<file path="src/rtl/core/ssc_pkg.sv">
// Shared types and constants for the sensor-to-servo slew control block.
`timescale 1ns / 1ps

package ssc_pkg;

  localparam int SENSOR_BITS = 12;
  localparam int POS_BITS    = 11;
  localparam int PULSE_BITS  = 16;
  localparam int SCALE_BITS  = 14;
  localparam int CFG_BITS    = 16;
  localparam int INDEX_BITS  = 2;

  localparam logic [POS_BITS-1:0]   NEUTRAL     = 11'd1500;
  localparam logic [SCALE_BITS-1:0] DRIVE_SCALE = 14'd12000;

  localparam logic [PULSE_BITS-1:0] RESET_ENABLE_THRESHOLD = 16'd4000;
  localparam logic [POS_BITS-1:0]   RESET_SLEW_STEP        = 11'd50;
  localparam logic [11:0]           RESET_VALID_LIMIT      = 12'd455;

  typedef enum logic [INDEX_BITS-1:0] {
    CFG_ENABLE_THRESHOLD = 2'd0,
    CFG_SLEW_STEP        = 2'd1,
    CFG_VALID_LIMIT      = 2'd2
  } cfg_reg_t;

  typedef struct packed {
    logic                  we;
    logic [INDEX_BITS-1:0] index;
    logic [CFG_BITS-1:0]   data;
  } ssc_cfg_t;

  typedef struct packed {
    logic [SENSOR_BITS-1:0] sensor_one;
    logic [SENSOR_BITS-1:0] sensor_two;
    logic [PULSE_BITS-1:0]  switch_pulse;
    logic [PULSE_BITS-1:0]  remote_left;
    logic [PULSE_BITS-1:0]  remote_right;
  } ssc_in_t;

  // Classified request handed from the front end to the back end.
  typedef struct packed {
    logic                  on;
    logic                  valid;
    logic                  update;
    logic [POS_BITS-1:0]   drive;
    logic [PULSE_BITS-1:0] remote_left;
    logic [PULSE_BITS-1:0] remote_right;
  } ssc_cls_t;

  typedef struct packed {
    logic [POS_BITS-1:0]   flap_left_cmp;
    logic [POS_BITS-1:0]   flap_right_cmp;
    logic [PULSE_BITS-1:0] canard_left_cmp;
    logic [PULSE_BITS-1:0] canard_right_cmp;
    logic                  system_on;
    logic                  sensor_valid;
  } ssc_out_t;

endpackage

</file>
<file path="src/rtl/core/ssc_queue.sv">
// Small register-based first-in first-out queue.
`timescale 1ns / 1ps

module ssc_queue #(
  parameter int WIDTH = 8,
  parameter int DEPTH = 2
) (
  input  logic             clk,
  input  logic             rst,
  input  logic             push,
  input  logic [WIDTH-1:0] wr_data,
  output logic             full,
  input  logic             pop,
  output logic [WIDTH-1:0] rd_data,
  output logic             empty
);

  localparam int PtrW = (DEPTH > 1) ? $clog2(DEPTH) : 1;
  localparam int CntW = $clog2(DEPTH + 1);

  logic [WIDTH-1:0] mem [DEPTH];
  logic [PtrW-1:0]  wr_ptr;
  logic [PtrW-1:0]  rd_ptr;
  logic [CntW-1:0]  count;
  logic             do_push;
  logic             do_pop;

  assign full    = (count == CntW'(DEPTH));
  assign empty   = (count == '0);
  assign do_push = push && !full;
  assign do_pop  = pop && !empty;
  assign rd_data = mem[rd_ptr];

  always_ff @(posedge clk) begin
    if (do_push) begin
      mem[wr_ptr] <= wr_data;
    end
  end

  always_ff @(posedge clk) begin
    if (rst) begin
      wr_ptr <= '0;
      rd_ptr <= '0;
      count  <= '0;
    end else begin
      if (do_push) begin
        wr_ptr <= (wr_ptr == PtrW'(DEPTH - 1)) ? '0 : wr_ptr + 1'b1;
      end
      if (do_pop) begin
        rd_ptr <= (rd_ptr == PtrW'(DEPTH - 1)) ? '0 : rd_ptr + 1'b1;
      end
      case ({do_push, do_pop})
        2'b10:   count <= count + 1'b1;
        2'b01:   count <= count - 1'b1;
        default: count <= count;
      endcase
    end
  end

endmodule

</file>
<file path="src/rtl/core/ssc_front.sv">
// Front end: folds the sensor codes, qualifies the request and computes the drive.
`timescale 1ns / 1ps

module ssc_front
  import ssc_pkg::*;
(
  input  logic     clk,
  input  logic     rst,
  input  ssc_cfg_t cfg,
  input  ssc_in_t  item,
  output ssc_cls_t cls
);

  localparam logic [SENSOR_BITS:0] FullCode = (SENSOR_BITS + 1)'(1) << SENSOR_BITS;
  localparam int ProdW = SENSOR_BITS + SCALE_BITS;

  logic [PULSE_BITS-1:0]  enable_threshold;
  logic [11:0]            valid_limit;
  logic [SENSOR_BITS-1:0] fold_one;
  logic [SENSOR_BITS-1:0] fold_two;
  logic [SENSOR_BITS:0]   diff_one;
  logic [SENSOR_BITS:0]   diff_two;
  logic [SENSOR_BITS-1:0] value;
  logic [ProdW-1:0]       product;
  logic [SCALE_BITS-1:0]  scaled;

  always_ff @(posedge clk) begin
    if (rst) begin
      enable_threshold <= RESET_ENABLE_THRESHOLD;
      valid_limit      <= RESET_VALID_LIMIT;
    end else if (cfg.we) begin
      case (cfg.index)
        CFG_ENABLE_THRESHOLD: enable_threshold <= cfg.data;
        CFG_VALID_LIMIT:      valid_limit      <= cfg.data[11:0];
        default:              ;
      endcase
    end
  end

  // Codes at or above mid-scale fold back; the top bit marks such a code.
  always_comb begin
    diff_one = FullCode - {1'b0, item.sensor_one};
    diff_two = FullCode - {1'b0, item.sensor_two};
    fold_one = item.sensor_one[SENSOR_BITS-1] ? diff_one[SENSOR_BITS-1:0] : item.sensor_one;
    fold_two = item.sensor_two[SENSOR_BITS-1] ? diff_two[SENSOR_BITS-1:0] : item.sensor_two;
    value    = (fold_one < fold_two) ? fold_one : fold_two;
    product  = ProdW'(value) * ProdW'(DRIVE_SCALE);
    scaled   = product[ProdW-1:SENSOR_BITS];

    cls.on           = item.switch_pulse < enable_threshold;
    cls.valid        = value <= valid_limit;
    cls.update       = item.sensor_one[SENSOR_BITS-1] && !item.sensor_two[SENSOR_BITS-1];
    cls.drive        = (scaled > SCALE_BITS'(NEUTRAL)) ? NEUTRAL : scaled[POS_BITS-1:0];
    cls.remote_left  = item.remote_left;
    cls.remote_right = item.remote_right;
  end

endmodule

</file>
<file path="src/rtl/core/ssc_back.sv">
// Back end: target update, per-channel slewing and canard compare sums.
`timescale 1ns / 1ps

module ssc_back
  import ssc_pkg::*;
(
  input  logic     clk,
  input  logic     rst,
  input  ssc_cfg_t cfg,
  input  logic     fire,
  input  ssc_cls_t cls,
  output ssc_out_t result
);

  logic [POS_BITS-1:0] slew_step;
  logic [POS_BITS-1:0] target [4];
  logic [POS_BITS-1:0] current [4];
  logic [POS_BITS-1:0] target_next [4];
  logic [POS_BITS-1:0] current_next [4];
  logic [PULSE_BITS:0] sum_left;
  logic [PULSE_BITS:0] sum_right;

  always_comb begin
    for (int i = 0; i < 4; i++) begin
      target_next[i] = target[i];
    end
    if (!(cls.on && cls.valid)) begin
      target_next[0] = NEUTRAL;
      target_next[1] = NEUTRAL;
      target_next[2] = '0;
      target_next[3] = '0;
    end else if (cls.update) begin
      target_next[0] = NEUTRAL - cls.drive;
      target_next[1] = NEUTRAL - cls.drive;
      target_next[2] = cls.drive;
      target_next[3] = cls.drive;
    end

    // Each position steps toward its target and lands on it when close enough.
    for (int i = 0; i < 4; i++) begin
      if (current[i] < target_next[i]) begin
        current_next[i] = (target_next[i] - current[i] > slew_step) ?
                          current[i] + slew_step : target_next[i];
      end else if (current[i] > target_next[i]) begin
        current_next[i] = (current[i] - target_next[i] > slew_step) ?
                          current[i] - slew_step : target_next[i];
      end else begin
        current_next[i] = current[i];
      end
    end

    sum_left  = {1'b0, cls.remote_left} + (PULSE_BITS + 1)'(current_next[2]);
    sum_right = {1'b0, cls.remote_right} + (PULSE_BITS + 1)'(current_next[3]);

    result.flap_left_cmp    = current_next[0];
    result.flap_right_cmp   = current_next[1];
    result.canard_left_cmp  = sum_left[PULSE_BITS] ? '1 : sum_left[PULSE_BITS-1:0];
    result.canard_right_cmp = sum_right[PULSE_BITS] ? '1 : sum_right[PULSE_BITS-1:0];
    result.system_on        = cls.on;
    result.sensor_valid     = cls.valid;
  end

  always_ff @(posedge clk) begin
    if (rst) begin
      slew_step <= RESET_SLEW_STEP;
      for (int i = 0; i < 4; i++) begin
        target[i]  <= '0;
        current[i] <= '0;
      end
    end else begin
      if (cfg.we && cfg.index == CFG_SLEW_STEP) begin
        slew_step <= cfg.data[POS_BITS-1:0];
      end
      if (fire) begin
        for (int i = 0; i < 4; i++) begin
          target[i]  <= target_next[i];
          current[i] <= current_next[i];
        end
      end
    end
  end

endmodule

</file>
<file path="src/rtl/core/sensor_to_servo_slew_control.sv">
// Top level of the sensor-to-servo slew control block.
`timescale 1ns / 1ps

// One request per control tick carries two sensor codes, the mode-switch pulse and two
// remote pulses; it yields exactly one result with four servo compare values and two
// status flags. The block takes one request per clock cycle while its request queue is
// not full, and returns one result per cycle when results are popped as fast. The front
// end classifies each request combinationally; the request queue of QUEUE_DEPTH entries
// registers it, the back end updates the servo state once per request and writes a
// second queue that holds results until they are popped. The four servo positions and
// their targets are the only state carried from one request to the next, all updated
// together when the back end takes a request. Configuration writes take effect at the
// next edge and are meant to be made while no request is in flight.
module sensor_to_servo_slew_control
  import ssc_pkg::*;
#(
  parameter int QUEUE_DEPTH = 2
) (
  input  logic                  clk,
  input  logic                  rst,
  input  logic                  push,
  output logic                  full,
  input  ssc_in_t               item,
  output logic                  empty,
  input  logic                  pop,
  output ssc_out_t              result,
  input  logic                  cfg_we,
  input  logic [INDEX_BITS-1:0] cfg_index,
  input  logic [CFG_BITS-1:0]   cfg_data
);

  ssc_cfg_t cfg;
  ssc_cls_t cls_in;
  ssc_cls_t cls_out;
  ssc_out_t back_result;
  logic     cq_empty;
  logic     oq_full;
  logic     back_fire;

  assign cfg.we    = cfg_we;
  assign cfg.index = cfg_index;
  assign cfg.data  = cfg_data;

  assign back_fire = !cq_empty && !oq_full;

  ssc_front u_front (
    .clk  (clk),
    .rst  (rst),
    .cfg  (cfg),
    .item (item),
    .cls  (cls_in)
  );

  ssc_queue #(
    .WIDTH ($bits(ssc_cls_t)),
    .DEPTH (QUEUE_DEPTH)
  ) u_cls_queue (
    .clk     (clk),
    .rst     (rst),
    .push    (push),
    .wr_data (cls_in),
    .full    (full),
    .pop     (back_fire),
    .rd_data (cls_out),
    .empty   (cq_empty)
  );

  ssc_back u_back (
    .clk    (clk),
    .rst    (rst),
    .cfg    (cfg),
    .fire   (back_fire),
    .cls    (cls_out),
    .result (back_result)
  );

  ssc_queue #(
    .WIDTH ($bits(ssc_out_t)),
    .DEPTH (QUEUE_DEPTH)
  ) u_out_queue (
    .clk     (clk),
    .rst     (rst),
    .push    (back_fire),
    .wr_data (back_result),
    .full    (oq_full),
    .pop     (pop),
    .rd_data (result),
    .empty   (empty)
  );

  // The back end only advances the servo state when its result has somewhere to go.
  a_fire_has_room: assert property (@(posedge clk) disable iff (rst)
    back_fire |-> !oq_full && !cq_empty)
    else $error("back end advanced without a request or without result space");

  // Flap positions never pass neutral.
  a_flap_range: assert property (@(posedge clk) disable iff (rst)
    !empty |-> result.flap_left_cmp <= NEUTRAL && result.flap_right_cmp <= NEUTRAL)
    else $error("flap compare value beyond neutral");

  // A full request queue that is not drained stays full.
  a_full_holds: assert property (@(posedge clk) disable iff (rst)
    full && !back_fire |=> full)
    else $error("request queue lost an entry without the back end taking it");

endmodule
</file>
<file path="config.mk">
export PLATFORM = sky130hd
export DESIGN_NAME = sensor_to_servo_slew_control
export DESIGN_NICKNAME = d
export VERILOG_FILES = /design/src/rtl/core/ssc_pkg.sv /design/src/rtl/core/ssc_queue.sv /design/src/rtl/core/ssc_front.sv /design/src/rtl/core/ssc_back.sv /design/src/rtl/core/sensor_to_servo_slew_control.sv
export SDC_FILE = /design/constraint.sdc
export NUM_CORES = 1
export LEC_CHECK = 0
export ABC_CLOCK_PERIOD_IN_PS = 18130
export BUFFER_PORTS_ARGS = -buffer_cell sky130_fd_sc_hd__buf_2
export CAP_MARGIN = 20
export CELL_PAD_IN_SITES_DETAIL_PLACEMENT = 2
export CELL_PAD_IN_SITES_GLOBAL_PLACEMENT = 2
export CORE_UTILIZATION = 40
export CTS_CLUSTER_DIAMETER = 150
export DETAILED_ROUTE_END_ITERATION = 12
export PLACE_DENSITY_LB_ADDON = 0.1
export SETUP_SLACK_MARGIN = 0.05
export SLEW_MARGIN = 25
export SYNTH_ARGS = -nofsm -noshare
export SYNTH_HDL_FRONTEND = slang
export SYNTH_SLANG_ARGS = --single-unit
export TNS_END_PERCENT = 20
</file>
<file path="constraint.sdc">
create_clock -name clk -period 18.13 [get_ports clk]
set_input_delay 3.626 -clock clk [delete_from_list [all_inputs] [get_ports clk]]
set_output_delay 3.626 -clock clk [all_outputs]
set_load 0.005 [all_outputs]
</file>
==> metrics.md <==
| Metric | Value |
|---|---|
| Status | `finished clean` |
| Routed Antenna Nets | `0` |
| TritonCTS buffer count | `43` |
| CTS H-tree depth | `2` |
| Worst min-delay path class | `reg2reg` |
| Starting Density | `between 40% and 50%` |
| Max-Cap Viols | `0` |
| Nets@finish | `roughly 3.7k` |
| Detailed Routing Iterations Pass 1 | `5` |
| Commonest cells in the synthesized netlist | `ha_1, inv_1, edfxtp_1` |
| Final period util | `68.61%` |
| Ports | `153` |
| Crit-path max FO | `17` |
| Post-CTS setup buffer count | `0` |
| Hold buffers post-CTS | `0` |
| Fmax | `between 0.08 and 0.09 GHz` |
| Syn_nets | `3,598` |
| Synth area leader | `edfxtp_1` |
| Layout area overhead | `11.61%` |
| Die width | `between 200 and 300 um` |
| Setup crit end kind | `flip-flop` |
| Gr usage total | `roughly 28%` |
| Layout cells sized above 1 | `12.60%` |
| Final setup fails | `0` |
| Post-DP HPWL | `78.99 mm` |
| Rows | `about 100` |
| Reg2Reg Depth | `35` |
| Core area | `slightly above 70,000 um2` |
| Antenna violations before repair | `4` |
| Ys flop type | `edfxtp_1` |
| Area of the multi-input gates | `around 18,000 um2` |
| Area contributors post-synth | `edfxtp_1, ha_1, fa_1, inv_1, mux2_2` |
| RSZ-0062 raised after global routing | `no` |
| Deepest clock path buffer count | `3` |
| Pin count of the biggest net entering global routing | `57` |
| Relative slew margins | `29.23%` |
| Final hold violation count | `0` |
| Die H | `roughly 270 um` |
| Hold path cells | `2` |
| Vias per cell | `approximately 5.7` |
| Clk sinks | `between 300 and 400` |
| Routed WL | `103.7 mm` |
| Clock Skew | `between 0.03 and 0.04 ns` |
| Tmin final | `about 12 ns` |
| CTS tree | `yes` |
| Cells after Synth | `about 3.1k` |
| Share of synthesized registers carrying an async set or reset | `0%` |
| Post-cts repair resize count | `0` |
| Congestion Overflow GR | `0` |
| Total die area | `74,000 um2` |
| Destination of the worst hold path | `u_front.enable_threshold[2]$_SDFFE_PP0P_` |
| CP startpoint kind | `input pin` |
| Via Count | `23.98k` |
| Vias in the first global route | `around 27k` |
| Synth cell types | `78` |
| Syn_area_per_cell | `between 9 and 10 um2` |
| Hold_sp | `u_front.enable_threshold[2]$_SDFFE_PP0P_` |
| Starting DRT DRC Count | `between 1k and 1.5k` |
| Pins Over Slew Limit | `0` |
| FF-to-FF setup slack | `approximately 8 ns` |
| Post-synth EDFFs | `292` |
| WS Path Type | `in2reg` |
| Seq. cell area | `9754 um2` |
| Sequential area share after synthesis | `33.42%` |
| CP arrival | `between 10 and 15 ns` |
| Top-count cell post-synth | `ha_1` |
| Filler cells | `between 7k and 8k` |
| Worst reg2reg endpoint | `u_out_queue.mem[0][27]$_DFFE_PP_` |
| Root buf cell | `clkbuf_16` |
| Post-synth top area share | `approximately 30%` |
| Worst skew pair latency | `just over 0.6 ns` |
| Reg clk slew, reported paths | `about 0.060 ns` |
| YS warnings | `0` |
| Req. time, crit path | `18.43 ns` |
| Global-route wire length before repair | `approximately 160 mm` |
| IO buf count | `152` |
| Drc violations | `0` |
| Mapped Area | `around 29,000 um2` |
| Synth Register Bits | `around 340` |
| Routed len/inst | `24.71 um` |
| Setup tns final | `0 ns` |
| RePlAce Congestion | `0.8857` |
| Worst Tran Pin Value | `~1.0 ns` |
## logic make-up after synthesis
group | after synthesis | share of synthesized area [%]
XOR/XNOR | 187 | 5.641
AO/OA/AOI/OAI | 724 | 15.82
flip-flops | 341 | 33.42
AND/OR/NAND/NOR | 766 | 12.54
buffers and inverters | 441 | 5.692
multiplexers | 188 | 6.876
adder cells (fa/ha/maj) | 428 | 20.01
## per-layer routing
metal | part of all wire, % | up-vias | global-route usage (%)
li1 | - | 11210 | -
met1 | 43 | 12220 | 34.20
met2 | 50 | 373 | 50.66
met3 | 3.5 | 177 | 3.103
met4 | 3.6 | 0 | 10.14
met5 | 0 | - | 0
## per-stage QoR
step | cells | setup slack [ns] | util [%] | hold slack (ns) | instance area, um2
detailed placement | 4116 | 5.124 | 43.33 | 0.4516 | 31130
CTS | 4196 | 5.741 | 45.29 | 0.4662 | 32540
finish | 4198 | 5.691 | 45.31 | 0.4631 | 32550
floorplan | 3075 | 6.373 | - | 0.4363 | 29170
global placement | 4116 | 5.254 | 43.32 | 0.4442 | 31130
global route | 4198 | 5.229 | 45.31 | 0.4769 | 32550
## sequential cells by signal, indices dropped and copies added, names as in the netlist, named ones only
register,flops
u_out_queue.mem,112
u_cls_queue.mem,92
u_back.current,44
u_back.target,44
u_front.enable_threshold,16
u_front.valid_limit,12
u_back.slew_step,11
u_cls_queue.count,2
u_out_queue.count,2
u_cls_queue.rd_ptr,1
u_cls_queue.wr_ptr,1
u_out_queue.rd_ptr,1
u_out_queue.wr_ptr,1
## area by class of cell
| class | instances | area share (%) |
|---|---|---|
| Antenna cell | 2 | 0.01537 |
| Clock buffer | 56 | 3.498 |
| Clock inverter | 24 | 0.8225 |
| Inverter | 330 | 3.805 |
| Multi-Input combinational cell | 2293 | 54.75 |
| Sequential cell | 341 | 29.96 |
| Tap cell | 950 | 3.651 |
| Timing Repair Buffer | 202 | 3.490 |
## worst max-delay path, stage by stage
cell,delay [ns]
buf_2,0.11
or4_4,0.55
or3_2,0.50
or4b_2,0.64
inv_1,0.09
ha_1,0.23
and3_1,0.20
and2_0,0.16
a32oi_1,0.12
a211o_2,0.44
nand2_4,0.25
mux2i_2,0.75
fa_1,0.52
inv_1,0.09
fa_1,0.44
fa_1,0.48
fa_1,0.54
inv_1,0.04
ha_1,0.32
nand4_1,0.15
o221a_2,0.33
a221oi_1,0.70
a31oi_1,0.30
o21bai_1,0.27
a21oi_1,0.15
mux2i_1,0.22
o21a_1,0.32
o21ai_0,0.18
## worst max path at each step
stage,startpoint,end,slack [ns],cells after the start
floorplan,item[66],u_cls_queue.mem[0][38]$_DFFE_PP_,6.37,26
finish,item[66],u_cls_queue.mem[1][35]$_DFFE_PP_,5.69,28
detailed placement,item[66],u_cls_queue.mem[0][35]$_DFFE_PP_,5.12,28
CTS,item[66],u_cls_queue.mem[0][35]$_DFFE_PP_,5.74,28
global placement,item[66],u_cls_queue.mem[0][35]$_DFFE_PP_,5.25,28
global route,item[66],u_cls_queue.mem[0][35]$_DFFE_PP_,5.23,28
## cell usage in the layout (no fill, tap or decap), types with 11 or more instances in the layout
master	Yosys	final
dfxtp_1	49	47
clkbuf_16	0	43
mux2_2	93	93
a21boi_0	14	14
o22ai_1	12	12
mux2i_1	93	90
ha_1	364	364
edfxtp_1	292	292
buf_2	4	152
o21bai_1	34	34
nor3_1	78	77
a21o_1	65	65
fa_1	64	64
a211o_1	23	23
a31oi_1	15	15
nand4_1	28	28
xnor2_1	119	119
o21a_1	27	27
o21ai_0	175	175
and3_1	19	18
a21oi_1	199	198
nand2_1	208	208
o211ai_1	19	19
and2_1	17	17
xor2_1	67	67
or2_2	14	14
inv_1	330	330
or3_1	19	19
clkbuf_1	103	11
nand3_1	66	66
o31ai_1	26	26
a211oi_1	41	41
nor2b_1	41	41
buf_4	0	50
nand2b_1	32	31
nor2_1	200	195
Power is left out: the tool's default activity adds up to more than one toggle a clock period on the data nets, which glitch-free logic cannot reach.
